<file path="src/rtl/ipu_pkg.sv">
// ----------------------------------------------------------------------------
// Integer power unit package
// Widths and the payload carried through the pipeline.
// ----------------------------------------------------------------------------
package ipu_pkg;

  localparam int DATA_W     = 32;
  localparam int EXP_W      = 5;
  localparam int EXP_IDX_W  = $clog2(EXP_W);
  localparam int IN_FIELD_W = DATA_W + EXP_W;
  localparam int IN_TDATA_W = ((IN_FIELD_W + 7) / 8) * 8;
  localparam int OUT_TDATA_W = ((DATA_W + 7) / 8) * 8;

  typedef struct packed {
    logic [DATA_W-1:0] base;
    logic [EXP_W-1:0]  expo;
    logic [DATA_W-1:0] acc;
  } ipu_item_t;

endpackage

</file>
<file path="src/rtl/ipu_mul_stage.sv">
// ----------------------------------------------------------------------------
// Integer power unit multiply stage
// One registered wrapping multiply: squares the running result, or
// multiplies it by the base when the selected exponent bit is set.
// ----------------------------------------------------------------------------
module ipu_mul_stage #(
  parameter bit SQUARE  = 1'b1,
  parameter int BIT_IDX = 0
) (
  input  logic               clk,
  input  logic               rst,
  input  logic               en,
  input  logic               in_vld,
  input  ipu_pkg::ipu_item_t in_item,
  output logic               out_vld,
  output ipu_pkg::ipu_item_t out_item
);
  import ipu_pkg::*;

  localparam logic [EXP_IDX_W-1:0] BIT_SEL = BIT_IDX[EXP_IDX_W-1:0];

  logic              sel;
  logic [DATA_W-1:0] operand;
  logic [DATA_W-1:0] prod;

  assign sel     = SQUARE ? 1'b1 : in_item.expo[BIT_SEL];
  assign operand = SQUARE ? in_item.acc : in_item.base;
  assign prod    = in_item.acc * operand;

  always_ff @(posedge clk) begin
    if (rst) begin
      out_vld <= 1'b0;
    end else if (en) begin
      out_vld <= in_vld;
    end
  end

  always_ff @(posedge clk) begin
    if (en) begin
      out_item.base <= in_item.base;
      out_item.expo <= in_item.expo;
      out_item.acc  <= sel ? prod : in_item.acc;
    end
  end

endmodule

</file>
<file path="config.mk">
export PLATFORM = sky130hd
export DESIGN_NAME = ipu_mul_stage
export DESIGN_NICKNAME = d
export VERILOG_FILES = /design/src/rtl/ipu_pkg.sv /design/src/rtl/ipu_mul_stage.sv
export SDC_FILE = /design/constraint.sdc
export NUM_CORES = 1
export LEC_CHECK = 0
export ABC_AREA = 0
export BUFFER_PORTS_ARGS = -buffer_cell sky130_fd_sc_hd__buf_4
export CORE_ASPECT_RATIO = 1.2
export CORE_MARGIN = 2
export CORE_UTILIZATION = 40
export CTS_BUF_LIST = sky130_fd_sc_hd__clkbuf_8
export DETAILED_ROUTE_END_ITERATION = 7
export PLACE_DENSITY = 0.65
export RECOVER_POWER = 25
export SKIP_CTS_REPAIR_TIMING = 1
export SYNTH_ARGS = -nofsm -noshare
export SYNTH_HDL_FRONTEND = slang
export SYNTH_SLANG_ARGS = --single-unit
</file>
<file path="constraint.sdc">
create_clock -name clk -period 10.6 [get_ports clk]
set_clock_uncertainty 0.05 [all_clocks]
set_input_delay 1.59 -clock clk [delete_from_list [all_inputs] [get_ports clk]]
set_output_delay 1.59 -clock clk [all_outputs]
set_load 0.005 [all_outputs]
</file>
==> flow_summary.yaml <==
timing:
  slew_at_the_pin_closest_to_its_max_slew_limit_ns: 3.400
  final-setup-viol-count: 0
  fmax_mhz: 113.2
  slew_viol_final: 98
  finalWorstPathRequiredPeriod_ns: 8.833
  final_hold_viols: 0
  finalSetupTns_ns: 0
  slew_hr: -1.266
  grt_setup_unrepaired: "no"
  period_share: 0.8333
logic_synthesis:
  avgSynthCellArea_um2: 10.39
  synth_cells: 1494
  synth_flop_cell: "edfxtp_1"
  synth-warning-count: 0
  synthDistinctLibCells: 55
  synth-seq-area-share: 0.1328
  synth_area_um2: 15530
  ys_ff_latch: 69
  synthesis.nets: 2065
  synth_edf_count: 68
  proportion_of_register_bits_with_asynchronous_set_or_reset_after_synthesis: 0
critical_path:
  worst_setup_start_kind: "input pin"
  criticalPathCategory: "input pin to flip-flop"
  crit_fanout: 33
  critical_path.startpoint: "in_item[0]"
  critPathArrivalTime_ns: 8.88
  cp.required_ns: 10.65
  worst_setup_path_end_kind: "flip-flop"
  rr_startpoint: "out_vld$_SDFFE_PP0P_"
route:
  drc: 0
  final_antenna_net_count: 0
  drt-total-wl_um: 34930
  route.detailed.wl_per_inst_um: 16.69
  dr.first_iter.drc_count: 399
  drt_pass1_iterations: 4
  detailroute.via_count: 10070
  post_drt_via_cell_ratio: 4.810
clock_network:
  clock_latency_ns: 0.35
  cts-buffers-inserted: 9
  clkSinkCount: 69
  tritoncts: "built"
  cts-root-buf: "clkbuf_8"
  clock_path_buffers: 2
  clk_pin_slew_worst_paths_ns: 0.07
  cts.htree.levels: 3
cells_and_area:
  design_area_um2: 17200
  layout.filler_cells: 3638
  layout-drive-gt1-share: 0.1014
  sequential_cell_area_um2: 2062
  multi_input_area_um2: 11680
  synthToLayoutAreaGrowth_pct: 10.75
  diodes: 0
  nets: 2174
grt:
  grt_first_pass_wirelength_um: 58750
  antenna_found_initial: 1
  grtUsageTotal: 0.1883
  overflow: 0
  pin_count_of_the_biggest_net_entering_global_routing: 64
  number_of_global_route_vias_before_repair: 11680
run_status:
  status: "finished with violations"
  failed_checks: "max-capacitance violations, max-slew violations"
floorplan:
  io_pins: 143
  initial_core_util: 0.4028
  core_area_um2: 38550
  die_area_um2: 40420
  core.rowCount: 79
  vertical_extent_of_the_die_um: 219.8
  die_x_um: 183.9
place:
  place_area_um2: 17030
  io_buffer_count: 140
  routability_congestion_estimate_from_global_placement: 0.8684
  detailedPlacementHpwl_um: 29400
flow_run:
  cap_viol_max_count: 2
worst_hold_path:
  hp-start: "out_vld$_SDFFE_PP0P_"
  holdCritPathClass: "flip-flop to flip-flop"
==> cell families (layout without fill, tap and decap cells) <==
| kind of cell | Yosys count | in the layout | synth area share |
|---|---|---|---|
| AOI/OAI and AO/OA | 91 | 91 | 0.04013 |
| xor gates and xnor gates | 57 | 57 | 0.03264 |
| adders and majority gates | 498 | 498 | 0.5773 |
| buffers and inverters | 475 | 588 | 0.1151 |
| DFF | 69 | 69 | 0.1328 |
| muxes | 2 | 2 | 0.001289 |
| other | 1 | 1 | 0.0002415 |
| and+or+nand+nor | 301 | 301 | 0.1005 |
==> routing by layer <==
layer  global-route usage  routed length (µm)  vias up
li1                     -                   -     4606
met1               0.2247               14160     5225
met2               0.3521               18630      185
met3              0.01801                1109       49
met4              0.06693                1018        2
met5                    0                  11        -
==> layout by cell type (no fill, tap or decap), types with 2 or more instances in the layout <==
cell / n
o21ai_1: 6
a211oi_1: 3
mux2i_1: 2
clkbuf_4: 38
o21ai_0: 8
buf_4: 100
nand2b_1: 5
a21o_1: 13
a21oi_1: 22
clkbuf_1: 3
a31o_2: 2
o21bai_1: 4
nand3_1: 3
clkinv_2: 3
nor2b_1: 7
inv_1: 433
or2_2: 2
nor3_1: 4
nand4_1: 3
and2_1: 129
o21a_1: 8
o211ai_1: 4
nor2_1: 23
xnor2_1: 36
a2111oi_1: 2
nand2_1: 112
ha_1: 134
clkbuf_8: 9
and4_1: 2
edfxtp_1: 68
a31oi_1: 5
a21oi_2: 2
xor2_1: 20
or3_1: 2
fa_1: 364
and3_1: 3
==> worst max-delay path, stage by stage <==
cell and delay (ns):
clkbuf_1 1.36, nand2_1 0.31, fa_1 0.60, inv_1 0.05
fa_1 0.37, fa_1 0.49, inv_1 0.05, fa_1 0.47
inv_1 0.04, ha_1 0.26, ha_1 0.28, fa_1 0.41
fa_1 0.42, ha_1 0.38, a21oi_1 0.46, nand3_1 0.34
o211ai_2 0.36, a21oi_2 0.14, nor4b_1 0.34, nor4_2 0.10
==> metrics by stage <==
| stage | std cells | hold WS, ns | utilization | setup WS, ns |
|---|---|---|---|---|
| detailed placement | 2078 | 0.4554 | 0.4417 | 1.829 |
| global route | 2093 | 0.5003 | 0.4461 | 1.403 |
| finish | 2093 | 0.4687 | 0.4461 | 1.767 |
| floorplan | 1494 | 0.4350 | - | 2.426 |
| global placement | 2078 | 0.4305 | 0.4417 | 1.885 |
| CTS | 2093 | 0.4730 | 0.4464 | 2.208 |
==> state kept, by name (all words and copies together) (netlist names) <==
register / cells
out_item: 68
out_vld: 1
==> Yosys cell counts, types with 2 or more instances <==
library cell  number  area [µm²]
a2111oi_1          2       20.02
a211oi_1           3       22.52
a21o_1            13       97.59
a21oi_1           22       110.1
a21oi_2            2       17.52
a31o_2             2       17.52
a31oi_1            5       31.28
and2_1           129       807.0
and3_1             3       18.77
and4_1             2       17.52
clkbuf_1          41       153.9
edfxtp_1          68        2042
fa_1             364        7287
ha_1             134        1677
inv_1            432        1622
mux2i_1            2       20.02
nand2_1          112       420.4
nand2b_1           5       31.28
nand3_1            3       15.01
nand4_1            3       18.77
nor2_1            23       86.33
nor2b_1            7       43.79
nor3_1             4       20.02
o211ai_1           4       30.03
o21a_1             8       60.06
o21ai_0            8       40.04
o21ai_1            6       30.03
o21bai_1           4       30.03
or2_2              2       12.51
or3_1              2       12.51
xnor2_1           36       315.3
xor2_1            20       175.2
==> final timing paths <==
kind / slack, ns / cells past startpoint / to
setup / recovery: 1.77 / 20 / out_item[31]$_DFFE_PP_
hold / removal: 0.47 / 2 / out_vld$_SDFFE_PP0P_
setup reg to reg: 9.89 / 2 / out_vld$_SDFFE_PP0P_
hold reg to reg: 0.47 / 2 / out_vld$_SDFFE_PP0P_
==> area by class of cell <==
| cell class | count | share of cell area |
|---|---|---|
| multi-input combinational | 950 | 0.6791 |
| sequential | 69 | 0.1199 |
| inverter | 432 | 0.09430 |
| timing repair buffer | 141 | 0.06090 |
| tap | 486 | 0.03536 |
| clock buffer | 9 | 0.007203 |
| clock inverter | 6 | 0.003274 |
Power is not shown: default switching activity piles up to over one toggle a cycle in this logic, so the estimate is an artifact.
